**config.mk**
```make
export PLATFORM = sky130hd
export DESIGN_NAME = crs_queue
export DESIGN_NICKNAME = d
export VERILOG_FILES = /design/src/hdl/crs_pkg.sv /design/src/hdl/crs_queue.sv
export SDC_FILE = /design/constraint.sdc
export NUM_CORES = 1
export LEC_CHECK = 0
export ABC_AREA = 1
export BUFFER_PORTS_ARGS = -buffer_cell sky130_fd_sc_hd__buf_2
export CORE_AREA = 2 2 200 202
export CTS_CLUSTER_SIZE = 30
export DETAILED_ROUTE_END_ITERATION = 6
export DIE_AREA = 0 0 202 204
export GPL_TIMING_DRIVEN = 0
export HOLD_SLACK_MARGIN = 0.12
export PLACE_DENSITY = 0.75
export SYNTH_ARGS = -nofsm -noshare
export SYNTH_HDL_FRONTEND = slang
export SYNTH_SLANG_ARGS = --single-unit
export TNS_END_PERCENT = 20
```
**constraint.sdc**
```tcl
create_clock -name clk_i -period 14 [get_ports clk_i]
set_clock_uncertainty 0.2 [all_clocks]
set_input_delay 2.8 -clock clk_i [delete_from_list [all_inputs] [get_ports clk_i]]
set_output_delay 2.8 -clock clk_i [all_outputs]
set_load 0.05 [all_outputs]
```
**src/hdl/crs_pkg.sv**
```systemverilog
`default_nettype none
// ----------------------------------------------------------------------------
// crs_pkg
// Shared types and fixed-point constants for the Catmull-Rom curve sampler.
// ----------------------------------------------------------------------------
package crs_pkg;

  // Coordinates are signed Q16.16.
  localparam int unsigned COORD_W = 32;
  localparam int unsigned FRAC_W  = 16;

  // Basis weights are signed Q1.16; the largest magnitude is exactly one.
  localparam int unsigned WEIGHT_W = 18;

  // One weight times one coordinate, and the sum of four such products.
  localparam int unsigned PROD_W = WEIGHT_W + COORD_W;
  localparam int unsigned SUM_W  = PROD_W + 2;

  // Depth of the segment job queue between front and back.
  localparam int unsigned QUEUE_DEPTH = 2;

  // One segment job: four control points in curve order. A single job emits
  // one sample at t = 0, which is the second point passed through unchanged.
  typedef struct packed {
    logic [3:0][COORD_W-1:0] px;
    logic [3:0][COORD_W-1:0] py;
    logic                    single;
  } job_t;

endpackage
`default_nettype wire

```
**src/hdl/crs_queue.sv**
```systemverilog
`default_nettype none
// ----------------------------------------------------------------------------
// crs_queue
// Small first-in first-out queue of segment jobs between front and back.
// ----------------------------------------------------------------------------
module crs_queue #(
  parameter int unsigned DEPTH = 2
) (
  input  wire logic          clk_i,
  input  wire logic          rst_ni,
  input  wire logic          wr_valid_i,
  output logic               wr_ready_o,
  input  wire crs_pkg::job_t wr_data_i,
  output logic               rd_valid_o,
  input  wire logic          rd_ready_i,
  output crs_pkg::job_t      rd_data_o
);

  localparam int unsigned PTR_W = (DEPTH > 1) ? $clog2(DEPTH) : 1;
  localparam int unsigned CNT_W = $clog2(DEPTH + 1);

  crs_pkg::job_t    mem_q [DEPTH];
  logic [PTR_W-1:0] wr_ptr_q, wr_ptr_d;
  logic [PTR_W-1:0] rd_ptr_q, rd_ptr_d;
  logic [CNT_W-1:0] count_q, count_d;
  logic             do_wr, do_rd;

  assign wr_ready_o = (count_q != CNT_W'(DEPTH));
  assign rd_valid_o = (count_q != '0);
  assign rd_data_o  = mem_q[rd_ptr_q];
  assign do_wr      = wr_valid_i && wr_ready_o;
  assign do_rd      = rd_valid_o && rd_ready_i;

  // Pointer and fill count update.
  always_comb begin
    wr_ptr_d = wr_ptr_q;
    rd_ptr_d = rd_ptr_q;
    count_d  = count_q;
    if (do_wr) begin
      wr_ptr_d = (wr_ptr_q == PTR_W'(DEPTH - 1)) ? '0 : wr_ptr_q + 1'b1;
    end
    if (do_rd) begin
      rd_ptr_d = (rd_ptr_q == PTR_W'(DEPTH - 1)) ? '0 : rd_ptr_q + 1'b1;
    end
    if (do_wr && !do_rd) begin
      count_d = count_q + 1'b1;
    end else if (do_rd && !do_wr) begin
      count_d = count_q - 1'b1;
    end
  end

  always_ff @(posedge clk_i or negedge rst_ni) begin
    if (!rst_ni) begin
      wr_ptr_q <= '0;
      rd_ptr_q <= '0;
      count_q  <= '0;
    end else begin
      wr_ptr_q <= wr_ptr_d;
      rd_ptr_q <= rd_ptr_d;
      count_q  <= count_d;
    end
  end

  // Job storage.
  always_ff @(posedge clk_i) begin
    if (do_wr) begin
      mem_q[wr_ptr_q] <= wr_data_i;
    end
  end

endmodule
`default_nettype wire

```
== Word level (Yosys, flattened, before mapping) ==
Memory sizes are Yosys's and may differ from the RTL's.
Cells that the tools add are included.

* Flip-flop bits (word level): 4
* RAM bits: 514
* Bits of input ports: 261
* Output and inout port bits: 259
* Logic and storage cells: 23
* Memories kept: 1

{| class="wikitable"
|+ Memory list
! name !! depth !! bits a word !! rd ports !! clocked after memory_dff !! wr ports !! line !! text
|-
| mem_q || 2 || 257 || 1 || 0 || 1 || crs_queue.sv:22 || <nowiki>crs_pkg::job_t mem_q [DEPTH];</nowiki>
|}

* Add/subtract/negate cells: 4
* Equality and inequality tests: 1
* Multiplexer cells: 6
* Reductions and logical operators: 8

{| class="wikitable"
|+ Operators with widths
! kind !! count
|-
| $logic_and A1 B1 Y1 || 4
|-
| $mux W1 || 4
|-
| $mux W2 || 2
|-
| $reduce_bool A2 Y1 || 2
|-
| $add A1 B1 Y1 const B || 2
|-
| $add A2 B1 Y2 const B || 1
|-
| $logic_not A1 Y1 || 2
|-
| $ne A2 B2 Y1 const B || 1
|-
| $sub A2 B1 Y2 const B || 1
|}

== Logic depth before layout (Yosys ltp) ==
* Depth after elaboration: 6
* Depth in mapped cells: 10
* Depth with buffers taken out: 10

== Worst setup path after synthesis ==
Ideal clock, no wire load.

* Path kind: input to register
* Start: input port wr_valid_i
* End: memory mem_q[0][0] (netlist name), enable pin
* Setup time: 0.881 ns
* Arrival time: 13.588 ns
* Required time: 12.919 ns
* Path slack: -0.669 ns
* Cell stages on the path: 2
* Buffers on the path: 0
* Cells stage by stage: nand2_1 -> nor2_1

* Longest elaborated chain between the ends: 3

{| class="wikitable"
|+ RTL lines
! element !! line !! text
|-
| start, declared || crs_queue.sv:11 || <nowiki>input wire logic wr_valid_i,</nowiki>
|-
| $logic_and A1 B1 Y1 || crs_queue.sv:31 || <nowiki>assign do_wr = wr_valid_i && wr_ready_o;</nowiki>
|-
| $mux W1 || crs_queue.sv:66 || <nowiki>if (do_wr) begin</nowiki>
|-
| $mux W1 (not written as such) || crs_queue.sv:67 || <nowiki>mem_q[wr_ptr_q] <= wr_data_i;</nowiki>
|-
| end, declared || crs_queue.sv:22 ||
|}

Every way passes these cells.

==> results.ini <==
[place]
place_inst = 2433
place_ws_ns = 8.82
hpwlAfterDp_um = 33500
port_buffers = 519
place_congestion = 0.850

[global_route]
grt_first_pass_wirelength_um = 68700
overflow = 0
grt_pass1_vias = 12300
grt_max_degree = 31
grt.total_usage_pct = 22.1
antenna_found_initial = 19

[setup_path]
end_kind = output port
cp_max_fo = 10
crit_type = flop to output port
cp.arrival_ns = 2.15
required_ns = 11.00
worst_setup_path_start_kind = flop

[timing]
tightest_slew_ns = 1.01
setup_violations = 0
hold_viol = 0
fmax_mhz = 194
layout_setup_ws_ns = 8.85
relSlewSlack_pct = 32.5
rsz0062_at_grt = no
min_period_ns = 5.15
finalCritPeriodShare_pct = 36.8
drv_slew = 0

[final_layout]
fin_nets = 2224
fin_cells = 2544
areaGrowthSynthToFinish_pct = 28.0
drive_above_1_share_pct = 33.6
utilization_pct = 61.9
fillerInstances = 2938

[synth]
synth-main-ff-cell = edfxtp_1
synthTopCellsByArea = edfxtp_1 (81%), nand2_1 (15%), buf_6 (0.83%), buf_2 (0.71%), buf_4 (0.59%)
synth_top_area_cell = edfxtp_1
synth_top_area_share_pct = 81.4
synthesis.nets = 1633
avgSynthCellArea_um2 = 13.8
syn_inst = 1371
synth_area_um2 = 19000
synth_edf_count = 514
synth_common_cells = nand2_1 (781), edfxtp_1 (514), buf_2 (27), buf_4 (15), buf_6 (14)
synth.distinct_cells = 15
async_flop_share_pct = 0.772
yosysMostFrequentCell = nand2_1
synth_seq_cells = 518
ys_seq_area_share_pct = 81.9
synth_warnings = 0

[floorplanning]
initial_core_util_pct = 48.4
rows = 73
dieWidth_um = 202
die_area_um2 = 41200
io_pins = 520
coreArea_um2 = 39200
die_h_um = 204

[job]
max-cap-violations = 0

[status]
status = finished clean

[clocking]
cts_setup_buffers = 0
htree_levels = 2
worstSkewPairLatency_ns = 0.58
cts_num_sinks = 518
cts_buffers = 52
cts_tree = yes
cts_buffer_depth = 3
cts.reportedPaths.clkPinSlew_ns = 0.06
cts_root_buf = clkbuf_16
cts_resized = 0
hold_buffers = 0

[drt]
vias_per_cell = 4.86
vias = 12400
drc = 0
firstDrtPassIters = 5
routedWlPerCell_um = 18.2
ant_nets = 0
drt_iter0_markers = 704
routed_wirelength_um = 46400

[pwr]
ir_drop_mv = 0.211
power_leakage_uw = 0.0105
p_per_area_nw_per_um2 = 268

[hold_path]
min_path_type = flop to flop

-- placed cells by master, fill, tap and decap left out --
| master | netlist | routed |
|---|---|---|
| inv_1 | 6 | 6 |
| clkinv_4 | 0 | 1 |
| clkbuf_8 | 0 | 3 |
| clkinv_1 | 0 | 9 |
| nand3_1 | 2 | 2 |
| nor2_4 | 0 | 2 |
| diode_2 | 0 | 15 |
| buf_12 | 0 | 14 |
| bufinv_16 | 0 | 2 |
| inv_6 | 0 | 3 |
| edfxtp_1 | 514 | 514 |
| clkinvlp_4 | 0 | 2 |
| xnor2_1 | 1 | 1 |
| clkbuf_16 | 0 | 53 |
| nand4_1 | 1 | 1 |
| buf_6 | 14 | 14 |
| buf_4 | 15 | 15 |
| xor2_1 | 1 | 1 |
| clkbuf_1 | 1 | 10 |
| clkinv_2 | 0 | 14 |
| ha_1 | 1 | 1 |
| nand2_1 | 781 | 781 |
| buf_16 | 0 | 4 |
| buf_2 | 27 | 546 |
| dfrtp_1 | 4 | 4 |
| inv_4 | 1 | 1 |
-- path summary, 6_finish.rpt --
kind	cells past startpoint	start	slack [ns]	endpoint
min in group asynchronous	1	rst_ni	1.82	rd_ptr_q
max in group asynchronous	1	rst_ni	11.66	wr_ptr_q
worst max register to register	7	count_q[0]	11.14	mem_q[0][90]
worst min-delay path	1	count_q[0]	0.32	count_q[0]
worst min register to register	1	count_q[0]	0.32	count_q[0]
worst max-delay path	6	rd_ptr_q	8.85	rd_data_o[60]
-- report_power, final --
part,switching [uW],internal (uW),leakage (uW),total (uW)
logic,2380,624,0.00488,3010
clock network,559,746,0.000801,1300
registers,75.0,2110,0.00483,2190
total,3020,3480,0.0105,6500
-- metrics by stage --
| step | power (uW) | hold slack, ns | cell area (um2) | setup TNS, ns |
|---|---|---|---|---|
| after detailed placement | 5240 | 0.300 | 22600 | 0 |
| after CTS | 6550 | 0.314 | 24200 | 0 |
| after floorplan | 4530 | 0.262 | 19000 | -344.02 |
| after global routing | 6780 | 0.336 | 24300 | 0 |
| final | 6500 | 0.317 | 24300 | 0 |
| after global placement | 5390 | 0.280 | 22200 | -3339.72 |
-- state kept, by name, indices dropped and copies added, names as in the netlist --
signal / count
rd_ptr_q: 1
wr_ptr_q: 1
count_q: 2
mem_q: 514
-- layout make-up --
| cell class | count | area (um2) | share of cell area [%] |
|---|---|---|---|
| buffer | 57 | 409 | 1.69 |
| sequential | 518 | 15500 | 64.0 |
| clock inverter | 31 | 214 | 0.882 |
| clock buffer | 65 | 1400 | 5.77 |
| timing repair buffer | 537 | 2990 | 12.3 |
| multi-input combinational | 789 | 3000 | 12.4 |
| tap | 525 | 657 | 2.71 |
| inverter | 7 | 28.8 | 0.119 |
| antenna | 15 | 37.5 | 0.155 |
-- logic make-up after synthesis --
family / synth area share, %
XOR/XNOR: 0.0924
AND/OR/NAND/NOR: 15.6
flip-flops: 81.9
adder cells (fa/ha/maj): 0.0660
buffers and inverters: 2.31
-- routing by layer --
| layer | up-vias | routed length [um] | part of all wire, % | track usage [%] |
|---|---|---|---|---|
| met5 | - | 79 | 0.17 | 0 |
| met2 | 525 | 23300 | 50 | 38.0 |
| met1 | 5890 | 16900 | 36 | 25.4 |
| met3 | 94 | 4660 | 10 | 7.83 |
| met4 | 12 | 1460 | 3.2 | 8.19 |
| li1 | 5853 | - | - | - |
-- worst max-delay path, stage by stage (launching register included) --
cell and delay (ns):
dfrtp_1 0.32, buf_4 0.18, buf_4 0.23, buf_2 0.27, nand2_1 0.09, nand2_1 0.17, buf_2 0.30
(Power assumes the default switching activity.)
