`src/hdl/crs_pkg.sv`:
```
`default_nettype none
// ----------------------------------------------------------------------------
// crs_pkg
// Shared types and fixed-point constants for the Catmull-Rom curve sampler.
// ----------------------------------------------------------------------------
package crs_pkg;

  // Coordinates are signed Q16.16.
  localparam int unsigned COORD_W = 32;
  localparam int unsigned FRAC_W  = 16;

  // Basis weights are signed Q1.16; the largest magnitude is exactly one.
  localparam int unsigned WEIGHT_W = 18;

  // One weight times one coordinate, and the sum of four such products.
  localparam int unsigned PROD_W = WEIGHT_W + COORD_W;
  localparam int unsigned SUM_W  = PROD_W + 2;

  // Depth of the segment job queue between front and back.
  localparam int unsigned QUEUE_DEPTH = 2;

  // One segment job: four control points in curve order. A single job emits
  // one sample at t = 0, which is the second point passed through unchanged.
  typedef struct packed {
    logic [3:0][COORD_W-1:0] px;
    logic [3:0][COORD_W-1:0] py;
    logic                    single;
  } job_t;

endpackage
`default_nettype wire

```
`src/hdl/crs_front.sv`:
```
`default_nettype none
// ----------------------------------------------------------------------------
// crs_front
// Accepts control points, keeps the three-point window and turns each point
// into zero to three segment jobs, pushed one per cycle while the queue has room.
// ----------------------------------------------------------------------------
module crs_front (
  input  wire logic                           clk_i,
  input  wire logic                           rst_ni,
  input  wire logic                           in_valid_i,
  output logic                                in_stall_o,
  input  wire logic [crs_pkg::COORD_W-1:0]    point_x_i,
  input  wire logic [crs_pkg::COORD_W-1:0]    point_y_i,
  input  wire logic                           last_point_i,
  output logic                                job_valid_o,
  input  wire logic                           job_ready_i,
  output crs_pkg::job_t                       job_o
);

  // Pending job kinds, pushed in this order.
  localparam int unsigned JOB_MAIN = 0;  // segment closed by the new point
  localparam int unsigned JOB_TAIL = 1;  // final segment of the run
  localparam int unsigned JOB_FIN  = 2;  // closing end point
  localparam int unsigned JOB_N    = 3;

  localparam logic [1:0] SEEN_FULL = 2'd3;

  logic [JOB_N-1:0]            mask_q, mask_d, new_mask, mask_next;
  logic [1:0]                  seen_q, seen_d;
  logic [crs_pkg::COORD_W-1:0] win_x_q [3];
  logic [crs_pkg::COORD_W-1:0] win_y_q [3];
  logic [crs_pkg::COORD_W-1:0] hold_x_q, hold_y_q;
  logic                        hold_last_q;
  logic                        accept, push, upd;
  logic [crs_pkg::COORD_W-1:0] upd_x, upd_y;
  logic                        upd_last;

  assign in_stall_o  = (mask_q != '0);
  assign accept      = in_valid_i && !in_stall_o;
  assign job_valid_o = (mask_q != '0);
  assign push        = job_valid_o && job_ready_i;

  // Classify the incoming point by how many points the run already holds.
  always_comb begin
    new_mask = '0;
    if (seen_q != '0) begin
      new_mask[JOB_MAIN] = seen_q[1];
      new_mask[JOB_TAIL] = last_point_i;
      new_mask[JOB_FIN]  = last_point_i;
    end
  end

  // Build the job at the head of the pending set.
  always_comb begin
    job_o = '0;
    priority if (mask_q[JOB_MAIN]) begin
      job_o.px[0] = (seen_q == SEEN_FULL) ? win_x_q[0] : win_x_q[1];
      job_o.py[0] = (seen_q == SEEN_FULL) ? win_y_q[0] : win_y_q[1];
      job_o.px[1] = win_x_q[1];
      job_o.py[1] = win_y_q[1];
      job_o.px[2] = win_x_q[2];
      job_o.py[2] = win_y_q[2];
      job_o.px[3] = hold_x_q;
      job_o.py[3] = hold_y_q;
    end else if (mask_q[JOB_TAIL]) begin
      job_o.px[0] = (seen_q == 2'd1) ? win_x_q[2] : win_x_q[1];
      job_o.py[0] = (seen_q == 2'd1) ? win_y_q[2] : win_y_q[1];
      job_o.px[1] = win_x_q[2];
      job_o.py[1] = win_y_q[2];
      job_o.px[2] = hold_x_q;
      job_o.py[2] = hold_y_q;
      job_o.px[3] = hold_x_q;
      job_o.py[3] = hold_y_q;
    end else begin
      job_o.px     = {4{hold_x_q}};
      job_o.py     = {4{hold_y_q}};
      job_o.single = 1'b1;
    end
  end

  // Pending set and window update once an item has no jobs left.
  always_comb begin
    mask_next = mask_q & (mask_q - 1'b1);
    mask_d    = mask_q;
    if (accept) begin
      mask_d = new_mask;
    end else if (push) begin
      mask_d = mask_next;
    end
    upd      = (accept && (new_mask == '0)) || (push && (mask_next == '0));
    upd_x    = accept ? point_x_i : hold_x_q;
    upd_y    = accept ? point_y_i : hold_y_q;
    upd_last = accept ? last_point_i : hold_last_q;
    seen_d   = seen_q;
    if (upd) begin
      if (upd_last) begin
        seen_d = '0;
      end else begin
        seen_d = (seen_q == SEEN_FULL) ? SEEN_FULL : seen_q + 1'b1;
      end
    end
  end

  always_ff @(posedge clk_i or negedge rst_ni) begin
    if (!rst_ni) begin
      mask_q <= '0;
      seen_q <= '0;
    end else begin
      mask_q <= mask_d;
      seen_q <= seen_d;
    end
  end

  // Point window and held transaction; no reset needed.
  always_ff @(posedge clk_i) begin
    if (accept) begin
      hold_x_q    <= point_x_i;
      hold_y_q    <= point_y_i;
      hold_last_q <= last_point_i;
    end
    if (upd && !upd_last) begin
      win_x_q[0] <= win_x_q[1];
      win_x_q[1] <= win_x_q[2];
      win_x_q[2] <= upd_x;
      win_y_q[0] <= win_y_q[1];
      win_y_q[1] <= win_y_q[2];
      win_y_q[2] <= upd_y;
    end
  end

  // A pending segment always has at least one held point to start from.
  a_pending_has_points: assert property (@(posedge clk_i) disable iff (!rst_ni)
    (mask_q != '0) |-> (seen_q != '0))
    else $error("front: jobs pending with an empty window");

  // The run count does not move while jobs of an item are pending.
  a_seen_steady: assert property (@(posedge clk_i) disable iff (!rst_ni)
    (mask_q != '0 && mask_next != '0 && push) |=> $stable(seen_q))
    else $error("front: window count changed in the middle of an item");

endmodule
`default_nettype wire

```
`config.mk`:
```
export PLATFORM = sky130hd
export DESIGN_NAME = crs_front
export DESIGN_NICKNAME = d
export VERILOG_FILES = /design/src/hdl/crs_pkg.sv /design/src/hdl/crs_front.sv
export SDC_FILE = /design/constraint.sdc
export NUM_CORES = 1
export LEC_CHECK = 0
export BUFFER_PORTS_ARGS = -buffer_cell sky130_fd_sc_hd__clkbuf_2
export CAP_MARGIN = 25
export CORE_MARGIN = 2
export CORE_UTILIZATION = 48
export DETAILED_ROUTE_END_ITERATION = 8
export HOLD_SLACK_MARGIN = 0.03
export PLACE_DENSITY = 0.73
export SLEW_MARGIN = 20
export SYNTH_ARGS = -nofsm -noshare
export SYNTH_HDL_FRONTEND = slang
export SYNTH_SLANG_ARGS = --single-unit
```
`constraint.sdc`:
```
create_clock -name clk_i -period 9.5 [get_ports clk_i]
set_clock_uncertainty 0.1 [all_clocks]
set_input_delay 0.475 -clock clk_i [delete_from_list [all_inputs] [get_ports clk_i]]
set_output_delay 0.475 -clock clk_i [all_outputs]
set_load 0.03 [all_outputs]
```
== After elaboration in Yosys (flattened, before gate mapping) ==
Memory sizes are Yosys's and may differ from the RTL's.
Index checks and enable logic that the tools add are counted.

* Equal/unequal tests: 2
* $add $sub $neg: 2
* Mux-type cells: 18
* Bitwise operators: 1
* Reduce and logical (&&, ||, !) cells: 13

{| class="wikitable"
|+ Operator list
! operator !! number
|-
| 224-bit 2-to-1 mux || 1
|-
| 192-bit 2-to-1 mux || 1
|-
| 32-bit 2-to-1 mux || 6
|-
| 3-bit 2-to-1 mux || 3
|-
| 3-bit logical NOT || 2
|-
| 1-bit logical AND || 5
|-
| 1-bit 2-to-1 mux || 5
|-
| 2-bit 2-to-1 mux || 2
|-
| 2-bit nonzero test || 2
|-
| 3-bit AND || 1
|-
| 3-bit nonzero test || 1
|-
| 3-bit by 1-bit subtractor with 3-bit output, second input constant || 1
|-
| 2-bit by 1-bit adder with 2-bit output, second input constant || 1
|-
| 2-bit by 1-bit equality test with 1-bit output, second input constant || 1
|-
| 2-bit equality test, second input constant || 1
|-
| 1-bit logical NOT || 2
|-
| 1-bit logical OR || 1
|}

* Flip-flop bits (word level): 70
* Output and inout bits: 259
* Input port bits: 69
* Memories: 2
* Bits in writable memories: 192
* Logic and storage cells: 43

{| class="wikitable"
|+ Memories
! name !! depth !! width !! read ports !! clocked after memory_dff !! wr ports !! line !! RTL
|-
| win_x_q || 3 || 32 || 3 || 0 || 3 || crs_front.sv:30 || <nowiki>logic [crs_pkg::COORD_W-1:0] win_x_q [3];</nowiki>
|-
| win_y_q || 3 || 32 || 3 || 0 || 3 || crs_front.sv:31 || <nowiki>logic [crs_pkg::COORD_W-1:0] win_y_q [3];</nowiki>
|}

== Longest topological paths before layout ==
Gate-level depths: netlist of run 1.

* Depth in word-level cells: 8
* Mapped depth: 7
* Depth with buffers taken out: 4

== Worst setup path before layout of run 1 ==
OpenSTA, ideal clock, no wires.

* Path kind: reg2reg
* Start point: reg mask_q[1]
* End point: mem win_x_q[0][0] (netlist bit) (enable)
* Library setup time: 0.769 ns
* Arrival time: 9.430 ns
* Clock period less this slack: 10.299 ns
* Required time: 8.631 ns
* Setup slack: -0.799 ns
* Cell stages (with the launch flop): 5
* Path buffers: 1
* Cells stage by stage: dfrtp_1 > buf_6 > or2_1 > o22a_1 > o21ai_1

{| class="wikitable"
|+ RTL lines
! what !! line !! RTL
|-
| from (decl) || crs_front.sv:28 || <nowiki>logic [JOB_N-1:0] mask_q, mask_d, new_mask, mask_next;</nowiki>
|-
| from (signal assigned) || crs_front.sv:109 || <nowiki>mask_q <= mask_d;</nowiki>
|-
| to (decl) || crs_front.sv:30 ||
|}

==> flow_summary.toml, run 1 <==
[detailed_routing]
wire_per_inst_um = 17.1
first_pass_iters = 5
finalWirelength_um = 30700
first_iter_violations = 621
viasPerCell = 5.41
ant_nets = 0
drc = 0
dr_total_vias = 9690

[global_routing]
grtUsageTotal = 0.208
grt_pass1_vias = 8945
grt_start_max_net_pins = 115
overflow = 0
grt_pass1_wl_um = 47300
antenna_found_initial = 2

[timing]
timing.setup.tns_ns = 0
hold_viol = 0
setup_viol = 0
fmax_mhz = 240
fin_crit_sh = 0.438
tightest_slew_ns = 1.03
finalWorstPathRequiredPeriod_ns = 4.16
slew_viol_final = 0
relSlewSlack = 0.313
rsz0062_at_grt = "no"

[cts]
root_buffer = "clkbuf_16"
clockBufferDepth = 3
numCtsBuffers = 27
numClockSinks = 262
htreeDepth = 1
cts_tree = "built"
clock_latency_ns = 0.52
clkTransAtPathRegs_ns = 0.06

[critical_path]
crit_chain = "buf_6 > xnor2_1 > o22a_1 > o21ai_4 > buf_4 > buf_4"
cp.arrival_ns = 4.20
crit_path_max_incr_delay_ns = 0.97
cp-start-kind = "flop"
crit_family = "buffers and inverters"
required_ns = 9.54
cp_slowest_cell = "dfrtp_4"
worstSetupEndpointType = "flop"
cp_max_fo = 114
cpMostUsedCell = "buf_4"
crit_type = "flop to flop"
worst-path-buf-inv = 3

[run_status]
status = "finished, final reports clean"

[placed_design]
placed_cells_incl_taps = 1739
dp_hpwl_um = 20000
io_buffers = 327
gp_congestion = 0.792

[final_layout]
fin_cells = 1792
multi_input_area_sq_mm = 0.00512
n_fill_cell = 2201
final_nets = 1505
seq_area_sq_mm = 0.00720
drive_gt1_frac = 0.275
syn_to_final_growth_pct = 21.1

[synth]
syn_nets = 1223
synth_edf_count = 192
yosys-top-cells-area = "edfxtp_1 45%, dfxtp_1 10%, mux2_1 10%"
ys_seq_area_frac = 0.566
synth_cell_type_count = 33
avgSynthCellArea_sq_um = 11.0
ys.flop_type = "edfxtp_1"
synth_top_area_frac = 0.454
syn_inst = 1154
synth_area_sq_mm = 0.0127
ys_seq_elements = 262
ys_warn_count = 0
async_flop_share = 0.0191
synth_top_area_cell = "edfxtp_1"

[floorplanning]
core_sq_mm = 0.0261
die_w_um = 167
dieHeight_um = 167
dieArea_sq_mm = 0.0278
ios = 328
start_util = 0.488
rows = 59

[min_path]
hp-class = "primary input to flop"

[flow_run]
drv_cap = 0
==> cell families (layout without fill, tap and decap cells) <==
| family | count (synthesis) | after routing | share of synthesized area |
|---|---|---|---|
| and+or+nand+nor | 343 | 343 | 0.117 |
| DFF | 262 | 262 | 0.566 |
| muxes | 193 | 193 | 0.165 |
| xor gates and xnor gates | 1 | 1 | 0.000689 |
| other | 0 | 1 | 0 |
| buffers and inverters | 90 | 392 | 0.0332 |
| AOI/OAI and AO/OA | 265 | 265 | 0.118 |
==> registers in the layout, summed over array words and instances (netlist names) <==
name,flops
win_x_q,96
win_y_q,96
hold_x_q,32
hold_y_q,32
mask_q,3
seen_q,2
hold_last_q,1
==> worst min-delay path: cells and delay by family <==
| kind | cells | cell delay (ns) |
|---|---|---|
| and+or+nand+nor | 2 | 0.10 |
| buffers and inverters | 1 | 0.07 |
==> path summary, 6_finish.rpt <==
check | cells past startpoint | from | slack [ns] | to
worst max-delay path | 6 | mask_q[1] | 5.34 | win_x_q[0][87]
worst min-delay path | 3 | point_x_i[26] | 0.06 | hold_x_q[26]
worst max register to register | 6 | mask_q[1] | 5.34 | win_x_q[0][87]
worst min register to register | 2 | hold_x_q[0] | 0.39 | hold_x_q[0]
max in group asynchronous | 2 | rst_ni | 8.87 | mask_q[1]
min in group asynchronous | 2 | rst_ni | 0.26 | mask_q[0]
==> final cells by class <==
type                            count  area share
Antenna cell                        1    0.000163
Sequential cell                   262       0.468
Timing Repair Buffer              341       0.118
Tap cell                          335      0.0272
Clock inverter                      7     0.00203
Multi-Input combinational cell    802       0.333
Inverter                            2    0.000488
Clock buffer                       42      0.0515
==> what timing repair did <==
action | in CTS | in global routing
buffers inserted | 0 | 0
hold buffers | 1 | 0
hold endpoints to repair | 5 | 0
gates resized for setup | 0 | 0
==> synth_stat cells, types with 3 or more instances <==
library cell / number
mux2i_1: 64
a21oi_1: 129
dfxtp_1: 65
mux2_2: 14
nand2_1: 265
nor2b_1: 64
buf_2: 34
mux2_1: 114
dfrtp_1: 5
buf_4: 3
o21ai_0: 52
buf_1: 3
buf_6: 4
edfxtp_1: 192
nor2_1: 5
o21ai_1: 16
clkbuf_1: 44
a211oi_1: 64
==> cells in the final DEF (no fill, tap or decap), types with 2 or more instances in the layout <==
cell,synthesis,routed
o21ai_0,52,52
buf_6,4,2
nand2_1,265,264
dfrtp_1,5,3
nor2b_1,64,64
o21ai_1,16,15
mux2_2,14,14
clkinv_1,0,3
a211oi_1,64,64
clkbuf_2,0,327
clkinv_2,0,4
nor3_1,2,2
clkbuf_1,44,9
clkbuf_16,0,27
dfxtp_1,65,65
o22ai_1,2,2
buf_16,0,3
buf_4,3,8
mux2i_1,64,64
a21oi_1,129,129
clkbuf_8,0,6
mux2_1,114,114
nor2_1,5,5
edfxtp_1,192,192
dfrtp_4,0,2
==> layer usage <==
layer | up-vias | share of wire | track usage
li1 | 4766 | - | -
met1 | 4550 | 0.44 | 0.283
met2 | 312 | 0.48 | 0.344
met3 | 60 | 0.055 | 0.0295
met4 | 2 | 0.027 | 0.0701
met5 | - | 0.00042 | 0
==> through the flow <==
step / setup slack, ns / instance area (sq um) / hold WS, ns / util
6_report: 5.34 / 15400 / 0.0569 / 0.590
3_3_place_gp: 5.11 / 14500 / 0.205 / 0.555
3_5_place_dp: 5.00 / 14500 / 0.210 / 0.557
2_1_floorplan: 2.91 / 12700 / 0.0794 / -
4_1_cts: 4.98 / 15300 / 0.0429 / 0.589
5_1_grt: 5.03 / 15400 / 0.0495 / 0.590
Power of run 1 is left out: the tool's default activity adds up to more than one toggle a clock period on the data nets, which glitch-free logic cannot reach.
==> run 2: changes to the inputs <==
Settings changed: CORE_UTILIZATION 48 to 50.
Clock period 9.5 ns to 4 ns, I/O delays scaled along.
==> run 2 against run 1 <==
  * Highest routed layer is now met4
  * Register-to-register slack got worse by 4.0 ns
  * Global-route usage increased by 2.1 points
  * Sequential cell count unchanged
  * Hold slack improved by 0.19 ns
  * Wire length increased by 4.1%
  * Die area decreased by 3.9%
  * Final cell count increased by 3.7%
  * Critical endpoint is now job_o[9]
  * Critical path depth decreased by 2
  * Utilization increased by 5.6 points
  * Sequential share of layout area decreased by 2.3 points
  * First-iteration DRC count increased by 15%
==> flow_summary.toml, run 2 (synthesized netlist as in run 1, its figures left out) <==
[final_layout]
fin_area_sq_mm = 0.0162
final_nets = 1576
syn_to_final_growth_pct = 27.3
fin_cells = 1859
n_fill_cell = 1907
drive_gt1_frac = 0.266
top_regs = "win_x_q: 96 flops, win_y_q: 96 flops"
final_common_cell = "clkbuf_2"
layout_common_cells = "327 x clkbuf_2, 264 x nand2_1, 192 x edfxtp_1"

[detailed_routing]
wire_per_inst_um = 17.2
first_pass_iters = 5
ant_nets = 0
first_iter_violations = 712
viasPerCell = 5.44
finalWirelength_um = 31900
drc = 0
dr_total_vias = 10108

[flow_run]
drv_cap = 0

[floorplanning]
ios = 328
die_w_um = 163
core_sq_mm = 0.0250
dieHeight_um = 163
dieArea_sq_mm = 0.0267
rows = 58
start_util = 0.508

[cts]
numCtsBuffers = 27
clock_latency_ns = 0.52
htreeDepth = 1
post_cts_resized = 0
cts_tree = "built"
root_buffer = "clkbuf_16"
clkTransAtPathRegs_ns = 0.07
numClockSinks = 262
postCtsSetupRepairBufs = 0
clockBufferDepth = 3

[critical_path]
cp.arrival_ns = 3.18
cp_max_fo = 254
worstSetupEndpointType = "output port"
crit_type = "flop to output port"
required_ns = 3.70
cp-start-kind = "flop"

[global_routing]
overflow = 0
grt_pass1_vias = 9504
grt_start_max_net_pins = 255
grt_pass1_wl_um = 48800
grtUsageTotal = 0.229
antenna_found_initial = 2

[placed_design]
gp_congestion = 0.854
io_buffers = 327
placed_cells_incl_taps = 1739
dp_hpwl_um = 20400
pre_cts_slack_ns = 1.08
post_dp_cell_area_sq_mm = 0.0146

[timing]
tightest_slew_ns = 1.36
rsz0062_at_grt = "no"
finalWorstPathRequiredPeriod_ns = 3.48
fmax_mhz = 288
fin_crit_sh = 0.869
fin_ws_ns = 0.523
relSlewSlack = 0.0948
hold_ws_ns = 0.248
slew_viol_final = 0
hold_viol = 0
setup_viol = 0

[run_status]
status = "finished, final reports clean"

[min_path]
hp-class = "primary input to flop"
run 2: area by class of cell:
type                       count  area [sq um]  area share
inverter                       2          7.51    0.000464
sequential                   262          7200       0.445
multi-input combinational    802          5120       0.317
clock inverter                14           165      0.0102
tap                          330           413      0.0255
antenna                        2          5.00    0.000309
clock buffer                  35           716      0.0442
timing repair buffer         412          2550       0.158
run 2: final timing paths:
path                              startpoint        endpoint  slack (ns)  cells past startpoint
worst max-delay path               mask_q[0]        job_o[9]        0.52                      4
worst min-delay path              in_valid_i    hold_x_q[22]        0.25                      5
worst max register to register     mask_q[0]  win_y_q[0][19]        1.32                      4
worst min register to register  hold_y_q[27]    hold_y_q[27]        0.39                      2
max in group asynchronous             rst_ni       mask_q[0]        3.01                      3
min in group asynchronous             rst_ni       mask_q[1]        0.55                      3
run 2: metrics by stage:
stage | TNS [ns] | util
6_report | 0 | 0.646
5_1_grt | 0 | 0.646
4_1_cts | 0 | 0.645
3_5_place_dp | 0 | 0.583
3_3_place_gp | 0 | 0.582
2_1_floorplan | -122.31 | -
run 2: worst max-delay path, cell delays in order, from the launching register on:
cell	delay, ns
dfrtp_4	0.91
buf_12	0.57
a211oi_1	0.11
a21oi_1	0.31
clkbuf_2	0.27
run 2: per-layer routing:
metal  up-vias  share of wire  global-route usage
met3        70          0.054              0.0279
met5         -              0                   0
li1       4899              -                   -
met1      4795           0.43               0.307
met4         0          0.033              0.0885
met2       344           0.49               0.384
run 2: what timing repair did:
| item | 4_1_cts | 5_1_grt |
|---|---|---|
| hold endpoints to repair | 139 | 0 |
| hold buffers | 68 | 0 |
| endpoints found under the setup margin | 0 | 0 |
Power of run 2 is left out for the same reason.
